[src/csq_pkg.sv]
`timescale 1ns / 1ps
`default_nettype none
// ----------------------------------------------------------------------------
// csq_pkg
// Shared codes for the counting semaphore with its wait queue.
// ----------------------------------------------------------------------------
package csq_pkg;

	typedef enum logic [2:0] {
		ST_GRANTED   = 3'd0,
		ST_BLOCKED   = 3'd1,
		ST_RELEASED  = 3'd2,
		ST_FULL      = 3'd3,
		ST_SATURATED = 3'd4
	} status_t;

	typedef enum logic {
		CMD_DOWN = 1'b0,
		CMD_UP   = 1'b1
	} cmd_t;

	localparam int REG_INITIAL_COUNT = 0;
	localparam int CFG_DATA_BITS     = 32;
	localparam int CFG_ADDR_BITS     = 3;
	localparam int INIT_FIELD_BITS   = 16;

endpackage : csq_pkg
`default_nettype wire

[src/counting_semaphore_wait_queue_top.sv]
`timescale 1ns / 1ps
`default_nettype none
// ----------------------------------------------------------------------------
// counting_semaphore_wait_queue_top
// Counting semaphore with a FIFO queue of waiting thread identifiers.
// ----------------------------------------------------------------------------
// Each request word is registered in the s1 stage and then in the output
// register: the count, queue pointers and occupancy update at acceptance,
// while the wait queue memory is read at the head pointer, and the registered
// read data fills the result in the next cycle. A new request is not accepted
// while a word is in the s1 stage or a held result word waits for out_ready.
// Writing the initial count register loads the count at once and leaves the
// queue alone. A woken thread must issue its down request again.
module counting_semaphore_wait_queue_top
	import csq_pkg::*;
#(
	parameter int QUEUE_DEPTH = 16,
	parameter int ID_BITS     = 8,
	parameter int COUNT_BITS  = 16
) (
	input  wire                      clk,
	input  wire                      arst_n,

	input  wire                      psel,
	input  wire                      penable,
	input  wire                      pwrite,
	input  wire [CFG_ADDR_BITS-1:0]  paddr,
	input  wire [CFG_DATA_BITS-1:0]  pwdata,
	output logic [CFG_DATA_BITS-1:0] prdata,
	output logic                     pready,

	input  wire                      in_valid,
	output logic                     in_ready,
	input  wire                      cmd,
	input  wire [ID_BITS-1:0]        thread_id,

	output logic                     out_valid,
	input  wire                      out_ready,
	output logic [2:0]               status,
	output logic                     woken_valid,
	output logic [ID_BITS-1:0]       woken_thread,
	output logic [COUNT_BITS-1:0]    count_value
);

	localparam int PTR_BITS = (QUEUE_DEPTH > 1) ? $clog2(QUEUE_DEPTH) : 1;
	localparam int OCC_BITS = $clog2(QUEUE_DEPTH + 1);
	localparam logic [PTR_BITS-1:0]   PTR_LAST  = PTR_BITS'(QUEUE_DEPTH - 1);
	localparam logic [OCC_BITS-1:0]   OCC_FULL  = OCC_BITS'(QUEUE_DEPTH);
	localparam logic [COUNT_BITS-1:0] COUNT_MAX = {COUNT_BITS{1'b1}};

	logic [ID_BITS-1:0] queue_mem [QUEUE_DEPTH];
	logic [ID_BITS-1:0] rdata_s2;

	logic [COUNT_BITS-1:0] init_q;
	logic [COUNT_BITS-1:0] count_q;
	logic [PTR_BITS-1:0]   head_q;
	logic [PTR_BITS-1:0]   tail_q;
	logic [OCC_BITS-1:0]   occ_q;

	logic                  valid_s1;
	status_t               status_s1;
	logic                  woken_s1;
	logic [COUNT_BITS-1:0] count_s1;

	status_t               status_q;
	logic                  woken_q;
	logic [COUNT_BITS-1:0] count_out_q;

	logic                  cfg_wr;
	logic [COUNT_BITS-1:0] init_val;
	logic                  in_acc;
	logic                  is_up;
	logic                  count_zero;
	logic                  q_empty;
	logic                  q_full;
	logic                  do_push;
	logic                  do_pop;
	status_t               status_d;
	logic [COUNT_BITS-1:0] count_d;

	assign pready = 1'b1;
	assign cfg_wr = psel && penable && pwrite && pready &&
		(int'(paddr[CFG_ADDR_BITS-1:2]) == REG_INITIAL_COUNT);

	always_comb begin
		for (int i = 0; i < COUNT_BITS; i++) begin
			init_val[i] = (i < INIT_FIELD_BITS) ? pwdata[i] : 1'b0;
		end
	end

	always_comb begin
		prdata = '0;
		for (int i = 0; i < COUNT_BITS && i < CFG_DATA_BITS; i++) begin
			prdata[i] = (int'(paddr[CFG_ADDR_BITS-1:2]) == REG_INITIAL_COUNT) ? init_q[i] : 1'b0;
		end
	end

	assign in_ready   = !valid_s1 && (!out_valid || out_ready);
	assign in_acc     = in_valid && in_ready;
	assign is_up      = (cmd == CMD_UP);
	assign count_zero = (count_q == '0);
	assign q_empty    = (occ_q == '0);
	assign q_full     = (occ_q == OCC_FULL);
	assign do_push    = in_acc && !is_up && count_zero && !q_full;
	assign do_pop     = in_acc && is_up && !q_empty;

	always_comb begin
		status_d = ST_GRANTED;
		count_d  = count_q;
		if (is_up) begin
			if (count_q == COUNT_MAX) begin
				status_d = ST_SATURATED;
			end else begin
				status_d = ST_RELEASED;
				count_d  = count_q + COUNT_BITS'(1);
			end
		end else if (!count_zero) begin
			status_d = ST_GRANTED;
			count_d  = count_q - COUNT_BITS'(1);
		end else if (!q_full) begin
			status_d = ST_BLOCKED;
		end else begin
			status_d = ST_FULL;
		end
	end

	always_ff @(posedge clk) begin
		if (do_push) begin
			queue_mem[tail_q] <= thread_id;
		end
		rdata_s2 <= queue_mem[head_q];
	end

	always_ff @(posedge clk or negedge arst_n) begin
		if (!arst_n) begin
			init_q  <= '0;
			count_q <= '0;
			head_q  <= '0;
			tail_q  <= '0;
			occ_q   <= '0;
		end else begin
			if (cfg_wr) begin
				init_q  <= init_val;
				count_q <= init_val;
			end else if (in_acc) begin
				count_q <= count_d;
			end
			if (do_push) begin
				tail_q <= (tail_q == PTR_LAST) ? '0 : tail_q + PTR_BITS'(1);
				occ_q  <= occ_q + OCC_BITS'(1);
			end else if (do_pop) begin
				head_q <= (head_q == PTR_LAST) ? '0 : head_q + PTR_BITS'(1);
				occ_q  <= occ_q - OCC_BITS'(1);
			end
		end
	end

	always_ff @(posedge clk or negedge arst_n) begin
		if (!arst_n) begin
			valid_s1  <= 1'b0;
			out_valid <= 1'b0;
		end else begin
			valid_s1 <= in_acc;
			if (valid_s1) begin
				out_valid <= 1'b1;
			end else if (out_ready) begin
				out_valid <= 1'b0;
			end
		end
	end

	always_ff @(posedge clk) begin
		if (in_acc) begin
			status_s1 <= status_d;
			woken_s1  <= do_pop;
			count_s1  <= count_d;
		end
		if (valid_s1) begin
			status_q    <= status_s1;
			woken_q     <= woken_s1;
			count_out_q <= count_s1;
		end
	end

	logic [ID_BITS-1:0] woken_id_q;

	always_ff @(posedge clk) begin
		if (valid_s1) begin
			woken_id_q <= woken_s1 ? rdata_s2 : '0;
		end
	end

	assign status       = status_q;
	assign woken_valid  = woken_q;
	assign woken_thread = woken_id_q;
	assign count_value  = count_out_q;

	a_s1_to_out: assert property (@(posedge clk) disable iff (!arst_n)
		valid_s1 |=> out_valid)
		else $error("Pipeline word did not reach the output register.");

	a_no_accept_in_flight: assert property (@(posedge clk) disable iff (!arst_n)
		valid_s1 |-> !in_ready)
		else $error("Request accepted while a word is in flight.");

	a_occ_bound: assert property (@(posedge clk) disable iff (!arst_n)
		occ_q <= OCC_FULL)
		else $error("Wait queue occupancy exceeds its depth.");

	a_woken_status: assert property (@(posedge clk) disable iff (!arst_n)
		(out_valid && woken_valid) |->
			(status == ST_RELEASED || status == ST_SATURATED))
		else $error("Woken thread reported on a down request.");

endmodule : counting_semaphore_wait_queue_top
`default_nettype wire

[config.mk]
export PLATFORM = sky130hd
export DESIGN_NAME = counting_semaphore_wait_queue_top
export DESIGN_NICKNAME = d
export VERILOG_FILES = /design/src/csq_pkg.sv /design/src/counting_semaphore_wait_queue_top.sv
export SDC_FILE = /design/constraint.sdc
export NUM_CORES = 1
export LEC_CHECK = 0
export CAP_MARGIN = 20
export CORE_ASPECT_RATIO = 0.6
export CORE_MARGIN = 2
export CORE_UTILIZATION = 50
export CTS_CLUSTER_DIAMETER = 50
export CTS_CLUSTER_SIZE = 40
export DETAILED_ROUTE_END_ITERATION = 7
export DONT_BUFFER_PORTS = 1
export GPL_ROUTABILITY_DRIVEN = 0
export PLACE_DENSITY_LB_ADDON = 0.1
export SLEW_MARGIN = 40
export SYNTH_ARGS = -nofsm -noshare
export SYNTH_HDL_FRONTEND = slang
export SYNTH_SLANG_ARGS = --single-unit
[constraint.sdc]
create_clock -name clk -period 3.7 [get_ports clk]
set_input_delay 1.11 -clock clk [delete_from_list [all_inputs] [get_ports clk]]
set_output_delay 1.11 -clock clk [all_outputs]
set_load 0.02 [all_outputs]
# [Word level (Yosys, flattened, before mapping)]
# Memory sizes are Yosys's and may differ from the RTL's. A register that Yosys moved wholly into a read port is not among the register bits.
# Index checks and enable logic that the tools add are counted.
[word_totals] romBits=0 n_memories=1 word_cells=82 out_inout_bits=63 mem_bits_rw=128 reg_bits=95 latch_bits=0
[classes] n_mul=0 n_shift=0 n_lt_le_gt_ge=0 addsub=6 n_div=0 reduce_logical=22 bitwise=2 eq_ne=4 muxes=33
[memory_table] name="queue_mem" words=16 width=8 read_ports=1 rd_ports_with_merged_regs=1 wr=1 line="counting_semaphore_wait_queue_top.sv:51" rtl="logic [ID_BITS-1:0] queue_mem [QUEUE_DEPTH];"
[ops] operator="two-way mux 16 bit" n=5
[ops] operator="two-way mux 1 bit" n=20
[ops] operator="adder 16 x 1 -> 16 bit, second input constant" n=1
[ops] operator="equality test 16 bit, second input constant" n=1
[ops] operator="zero test 16 bit" n=1
[ops] operator="subtractor 16 x 1 -> 16 bit, second input constant" n=1
[ops] operator="logical AND 1 bit" n=10
[ops] operator="two-way mux 5 bit" n=2
[ops] operator="adder 4 x 1 -> 4 bit, second input constant" n=2
[ops] operator="equality test 4 bit, second input constant" n=2
[ops] operator="two-way mux 4 bit" n=2
[ops] operator="two-way mux 3 bit" n=2
[ops] operator="nonzero test 2 bit" n=3
[ops] operator="adder 5 x 1 -> 5 bit, second input constant" n=1
[ops] operator="equality test 5 bit, second input constant" n=1
[ops] operator="zero test 1 bit" n=5
[ops] operator="zero test 5 bit" n=1
[ops] operator="subtractor 5 x 1 -> 5 bit, second input constant" n=1
[ops] operator="two-way mux 2 bit" n=2
[ops] operator="inverter 1 bit" n=2
[ops] operator="AND reduction 2 bit" n=1
[ops] operator="logical OR 1 bit" n=1

# [Logic depth before layout (Yosys ltp)]
# Gate-level depths: netlist of run 1.
[depth] depth_word=9 depth_mapped=12 ltp_nobuf=11

# [Worst setup path before layout of run 1]
# No wires, ideal clock.
[synth_timing] path_kind="input to register" startpoint="in cmd" endpoint="reg occ_q[4]" slack_ps=183 n_path_buf=2 path_stages=11 arrival_ps=3436 cell_sequence="clkbuf_1 > or3b_2 > nor3_4 > and3_4 > buf_12 > inv_6 > fa_1 > a21o_1 > a21oi_1 > mux2i_1 > xnor2_1"
[synth_via] elab_chain_cells=5
[synth_lines] element="from (decl)" line="counting_semaphore_wait_queue_top.sv:34" rtl="input wire cmd,"
[synth_lines] element="zero test 1 bit" line="counting_semaphore_wait_queue_top.sv:104" rtl="assign do_push = in_acc && !is_up && count_zero && !q_full;"
[synth_lines] element="logical AND 1 bit (3 in series)" line="counting_semaphore_wait_queue_top.sv:104"
[synth_lines] element="two-way mux 5 bit / nonzero test 2 bit (equally long branches)"
[synth_lines] element="to (signal assigned)" line="counting_semaphore_wait_queue_top.sv:150" rtl="occ_q <= occ_q + OCC_BITS'(1);"
[synth_lines] element="to (signal assigned)" line="counting_semaphore_wait_queue_top.sv:153" rtl="occ_q <= occ_q - OCC_BITS'(1);"
[synth_lines] element="to (decl)" line="counting_semaphore_wait_queue_top.sv:58" rtl="logic [OCC_BITS-1:0] occ_q;"
# Several ways; a longest one is shown, not always the timed one.
# A chain may end at the register's enable or synchronous reset.

# [Final worst setup path of run 1]
[layout_timing] startpoint="reg count_q[8]" endpoint="reg occ_q[4]"
[layout_via] elab_chain_cells=4
[layout_lines] element="from (decl)" line="counting_semaphore_wait_queue_top.sv:55" rtl="logic [COUNT_BITS-1:0] count_q;"
[layout_lines] element="from (signal assigned)" line="counting_semaphore_wait_queue_top.sv:144" rtl="count_q <= init_val;"
[layout_lines] element="from (signal assigned)" line="counting_semaphore_wait_queue_top.sv:146" rtl="count_q <= count_d;"
[layout_lines] element="zero test 16 bit *" line="counting_semaphore_wait_queue_top.sv:101" rtl="assign count_zero = (count_q == '0);"
[layout_lines] element="logical AND 1 bit * (2 in series)" line="counting_semaphore_wait_queue_top.sv:104"
[layout_lines] element="two-way mux 5 bit / nonzero test 2 bit (equally long branches)"
# Mark *: on every way between the ends. The rest lies on a longest branch, timed or not.

==> results.yml, run 1 <==
logic_synthesis:
  synth_cells: 722
  postSynthAreaPerCell_sq_um: 13.9
  ys_types: 63
  ys_warn_count: 0
  ys_seq_area_share_pct: 66.0
  ys.flop_type: "edfxtp_1"
  synth_edf_count: 176
  synthTopCellsByArea: "edfxtp_1 (53%), dfrtp_1 (12%), mux4_2 (3.6%)"
  synth_area_sq_um: 10000
  yosys.area.top_type: "edfxtp_1"
  ys_async_sr_fraction_pct: 20.3
  synth_top_cell_area_share_pct: 52.7
  ys_ff_latch: 231
critical_path:
  cp_slowest_cell: "nor4_1"
  path_buf_inv: 1
  worst_setup_path_start_kind: "flip-flop"
  arrival_ns: 3.86
  cp_cell_sequence: "nor4_1 > nand2_1 > nor3_4 > and3_4 > inv_6 > fa_1 > a21o_1 > a21oi_1 > mux2i_1 > xnor2_1"
  slowest_delay_ns: 0.71
  path_class: "reg -> reg"
  worstPathRequired_ns: 4.13
  crit_family: "simple AND/OR/NAND/NOR gates"
  cp_max_fo: 7
  setup.worst_path.end_class: "flip-flop"
timing:
  timing.hold.ws_ns: 0.282
  max_freq_mhz: 292
  fin_crit_sh_pct: 92.6
  slew_violations: 0
  timing.final.ws_setup_ns: 0.273
  fin_skew_ns: 0.0247
  rsz0062_at_grt: "false"
  tightest_slew_ns: 0.770
  fin_crit_ns: 3.43
  setup_tns_ns: 0
  setup_viol: 0
  slew_headroom_pct: 48.1
  hold_violations: 0
place:
  placed_cells: 973
  io_buffers: 0
  dp_hpwl_um: 15800
  post-place-ws_ns: 0.249
final_layout:
  layout_commonest_cell: "edfxtp_1"
  seq_area_sq_um: 6620
  fillers: 1652
  fin_nets: 784
  stdcell_count: 1008
  mostFrequentLayoutCells: "edfxtp_1 (176), nand2_1 (82), dfrtp_1 (46)"
  syn2layout_area_growth_pct: 9.29
  multi_input_area_sq_um: 3100
  drive_gt1_share_pct: 12.8
  n_antenna_cell: 0
die:
  fp.dieH_um: 114
  rows: 40
  initial_utilization_pct: 50.6
  dieArea_sq_um: 21200
  die_x_um: 187
  pin_count: 114
  core-area_sq_um: 19800
global_route:
  antenna_found_initial: 0
  grt_max_degree: 48
  grt_pass1_wl_um: 33600
  grt_pass1_vias: 5466
  globalRouteOverflowTotal: 0
  track_usage_pct: 21.2
routing:
  drt_iter0_drc: 558
  route.detailed.drc: 0
  antenna_left: 0
  routed_wl_um: 22300
  viasPerCell: 5.81
  dr.pass1.iters: 7
  via_count: 5854
  routedWlPerCell_um: 22.2
pwr:
  peakVddDrop_uv: 292
  power_density_nw_per_um2: 676
  power_leakage_nw: 3.93
  power_mw: 7.41
cts:
  cts_setup_buffers: 0
  cts_buffers: 19
  holdBufCountCts: 0
  clock_sinks: 231
  cts_tree: "done"
  clk_pin_slew_ns: 0.09
  ctsResizeCount: 0
  clock_latency_ns: 0.51
  cts-root-buf: "clkbuf_16"
  clockBufferDepth: 3
  cts_max_level: 1
job:
  drv_cap: 0
hold_path:
  hold_path_class: "in -> async"
run_status:
  outcome: "completed"
state kept, by name (all words and copies together) (netlist names):
name	flops
tail_q	4
rdata_s2	8
queue_mem	128
count_value	16
woken_s1	1
status_s1	3
valid_s1	1
occ_q	5
count_s1	16
status	3
head_q	4
woken_thread	8
out_valid	1
count_q	16
woken_valid	1
init_q	16
routing by layer:
layer  track usage (%)  wire, um
met3              6.83      2390
met5                 0         0
met2              25.5      8060
met4              3.92       300
met1              36.1     11600
where the power goes:
group / switching [mW] / leakage [nW] / internal (mW)
clock network: 1.11 / 0.330 / 1.06
registers: 0.393 / 2.25 / 3.11
logic: 0.988 / 1.35 / 0.748
kinds of logic after synthesis:
group	count (synthesis)	synth area share, %
DFF	231	66.0
and+or+nand+nor	207	11.0
AOI/OAI and AO/OA	115	7.24
buffers and inverters	67	3.59
muxes	56	7.72
xor gates and xnor gates	33	2.88
adders and majority gates	11	1.45
other	2	0.0749
Yosys cell counts, types with 2 or more instances:
master / instances
nor2_1: 17
a21o_1: 4
nor4_1: 9
dfxtp_1: 8
and3_1: 3
nand2_1: 82
mux2_2: 11
clkbuf_1: 23
or4_1: 3
xor2_1: 9
xnor2_1: 24
nor2b_1: 20
buf_2: 7
a221oi_1: 8
nor3_1: 8
nand2b_1: 3
o211ai_1: 10
ha_1: 10
nand3_1: 10
nand4_1: 5
inv_1: 11
buf_1: 5
buf_6: 2
dfrtp_1: 47
o21ai_0: 42
o21a_1: 2
and2_1: 26
mux4_2: 16
or2_2: 2
o21ai_1: 2
buf_4: 17
edfxtp_1: 176
a31oi_1: 2
a21oi_1: 21
o211a_1: 2
or3_1: 5
nand4b_1: 2
o32ai_1: 2
conb_1: 2
mux2i_1: 29
o31ai_1: 2
a22oi_1: 12
path summary, 6_finish.rpt:
kind	slack, ns	end	startpoint	depth (start not counted)
setup reg to reg	0.27	occ_q[4]	count_q[8]	10
setup / recovery	0.27	occ_q[4]	count_q[8]	10
min in group clk	0.42	count_value[12]	count_s1[12]	0
max in group asynchronous	3.31	head_q[0]	arst_n	0
hold reg to reg	0.42	count_value[12]	count_s1[12]	0
hold / removal	0.28	occ_q[2]	arst_n	0
cell type report:
cell class / count / area share (%)
Clock buffer: 20 / 4.37
Clock inverter: 14 / 1.99
Inverter: 12 / 0.457
Multi-Input combinational cell: 439 / 28.3
Sequential cell: 231 / 60.4
Tap cell: 273 / 3.12
Timing Repair Buffer: 19 / 1.34
per-stage QoR:
stage               utilization [%]  area [sq um]
global placement               51.7         10300
global route                   55.3         11000
finish                         55.3         11000
floorplan                         -         10100
CTS                            55.2         10900
detailed placement             51.7         10300
Power figures use the tool's default switching activity.
==> inputs of run 2 (changes only) <==
Settings changed: CORE_UTILIZATION 50 to 55.
==> run 2 against run 1 <==
Wire length down 4.6%. Register-to-register slack better by 0.13 ns. Clock skew down 0.0053 ns. Sequential cell count unchanged. Via count down 1.5%. Maximum frequency up 3.8%. First-iteration DRC count up 18%. Power down 6.1%. Setup slack better by 0.13 ns. Hold slack better by 0.027 ns. Critical path depth unchanged. Cell area down 2.1%. Critical endpoint unchanged. Largest power group unchanged. Highest routed layer unchanged.
==> results.yml, run 2 (synthesis gave the netlist of run 1 again) <==
run_status:
  outcome: "completed"
die:
  fp.dieH_um: 109
  initial_utilization_pct: 55.8
  rows: 38
  die_x_um: 178
  core-area_sq_um: 18000
  pin_count: 114
  dieArea_sq_um: 19400
critical_path:
  worst_setup_path_start_kind: "flip-flop"
  cp_slowest_cell: "nor4_1"
  setup.worst_path.end_class: "flip-flop"
  rr_startpoint: "count_q[7]"
  path_buf_inv: 1
  worstPathRequired_ns: 4.10
  cp_cell_sequence: "nor4_1 > nand2_1 > nor3_4 > and3_4 > inv_6 > fa_1 > a21o_1 > a21oi_1 > mux2i_1 > xnor2_1"
  arrival_ns: 3.70
  worst_r2r_path_depth: 10
  r2r_slack_ns: 0.40
  cp_max_fo: 9
  slowest_delay_ns: 0.59
  rr_endpoint: "occ_q[4]"
  path_class: "reg -> reg"
  crit_family: "simple AND/OR/NAND/NOR gates"
timing:
  slew_violations: 0
  timing.hold.ws_ns: 0.310
  setup_viol: 0
  setup_tns_ns: 0
  fin_crit_ns: 3.30
  max_freq_mhz: 303
  hold_violations: 0
  fin_crit_sh_pct: 89.2
  tightest_slew_ns: 0.757
  fin_skew_ns: 0.0194
  slew_headroom_pct: 49.1
  rsz0062_at_grt: "false"
cts:
  clock_latency_ns: 0.48
  cts_max_level: 1
  cts-root-buf: "clkbuf_16"
  cts_buffers: 15
  ctsResizeCount: 0
  holdBufCountCts: 0
  cts_setup_buffers: 0
  cts_tree: "done"
  clock_sinks: 231
  clockBufferDepth: 3
  clk_pin_slew_ns: 0.10
routing:
  dr.pass1.iters: 6
  antenna_left: 0
  routed_wl_um: 21300
  drt_iter0_drc: 659
  route.detailed.drc: 0
  via_count: 5768
  routedWlPerCell_um: 22.1
  viasPerCell: 5.99
final_layout:
  fin_nets: 778
  layout_commonest_cell: "edfxtp_1"
  n_antenna_cell: 0
  syn2layout_area_growth_pct: 6.96
  largest_register: "queue_mem"
  mostFrequentLayoutCells: "edfxtp_1 (176), nand2_1 (82), dfrtp_1 (46)"
  largest_reg_flops: 128
  drive_gt1_share_pct: 11.5
pwr:
  power_mw: 6.96
  power_leakage_nw: 3.84
  power_density_nw_per_um2: 649
  peakVddDrop_uv: 368
global_route:
  antenna_found_initial: 0
  globalRouteOverflowTotal: 0
  grt_pass1_vias: 5217
  grt_pass1_wl_um: 31900
  track_usage_pct: 22.4
  grt_max_degree: 48
place:
  io_buffers: 0
  dp_hpwl_um: 15100
job:
  drv_cap: 0
hold_path:
  hold_path_class: "in -> async"
## run 2: cell types whose count changed in the layout (fill, tap and decap cells not counted), moves of 2 or more
cell and delta:
buf_4 -2, inv_8 +3, inv_16 -2, inv_6 -3
clkbuf_16 -4, inv_12 -3
## run 2: per-layer routing
| metal | vias to the layer above | part of all wire, % | global-route usage [%] |
|---|---|---|---|
| met5 | - | 0 | 0 |
| met4 | 0 | 1.3 | 3.08 |
| met3 | 26 | 11 | 6.93 |
| met2 | 275 | 37 | 26.6 |
| met1 | 2834 | 51 | 39.2 |
| li1 | 2633 | - | - |
## run 2: power by group
group / switching [mW] / internal [mW] / total [mW]
Clock: 0.936 / 0.814 / 1.75
Sequential: 0.342 / 3.11 / 3.45
Combinational: 1.00 / 0.757 / 1.76
## run 2: cell type report
class	instances	area, sq um
Multi-Input combinational cell	439	3100
Clock inverter	9	135
Fill cell	1375	7250
Sequential cell	231	6620
Timing Repair Buffer	17	140
Inverter	12	50.0
Tap cell	240	300
Clock buffer	15	375
## run 2: worst max-delay path by stage
stage / slack (ns) / end / depth (start not counted) / from
floorplan: 0.18 / occ_q[4] / 11 / cmd
global placement: 0.25 / occ_q[4] / 9 / cmd
detailed placement: 0.24 / occ_q[4] / 9 / cmd
CTS: 0.52 / occ_q[4] / 10 / count_q[12]
global route: 0.30 / occ_q[4] / 10 / count_q[7]
finish: 0.40 / occ_q[4] / 10 / count_q[7]
## run 2: metrics by stage
| step | std cells | utilization [%] | setup slack [ns] | instance area, sq um |
|---|---|---|---|---|
| 3_3_place_gp | 938 | 56.8 | 0.253 | 10200 |
| 2_1_floorplan | 737 | - | 0.183 | 10100 |
| 6_report | 963 | 59.7 | 0.400 | 10700 |
| 4_1_cts | 962 | 59.6 | 0.516 | 10700 |
| 3_5_place_dp | 938 | 56.8 | 0.242 | 10200 |
| 5_1_grt | 963 | 59.7 | 0.296 | 10700 |
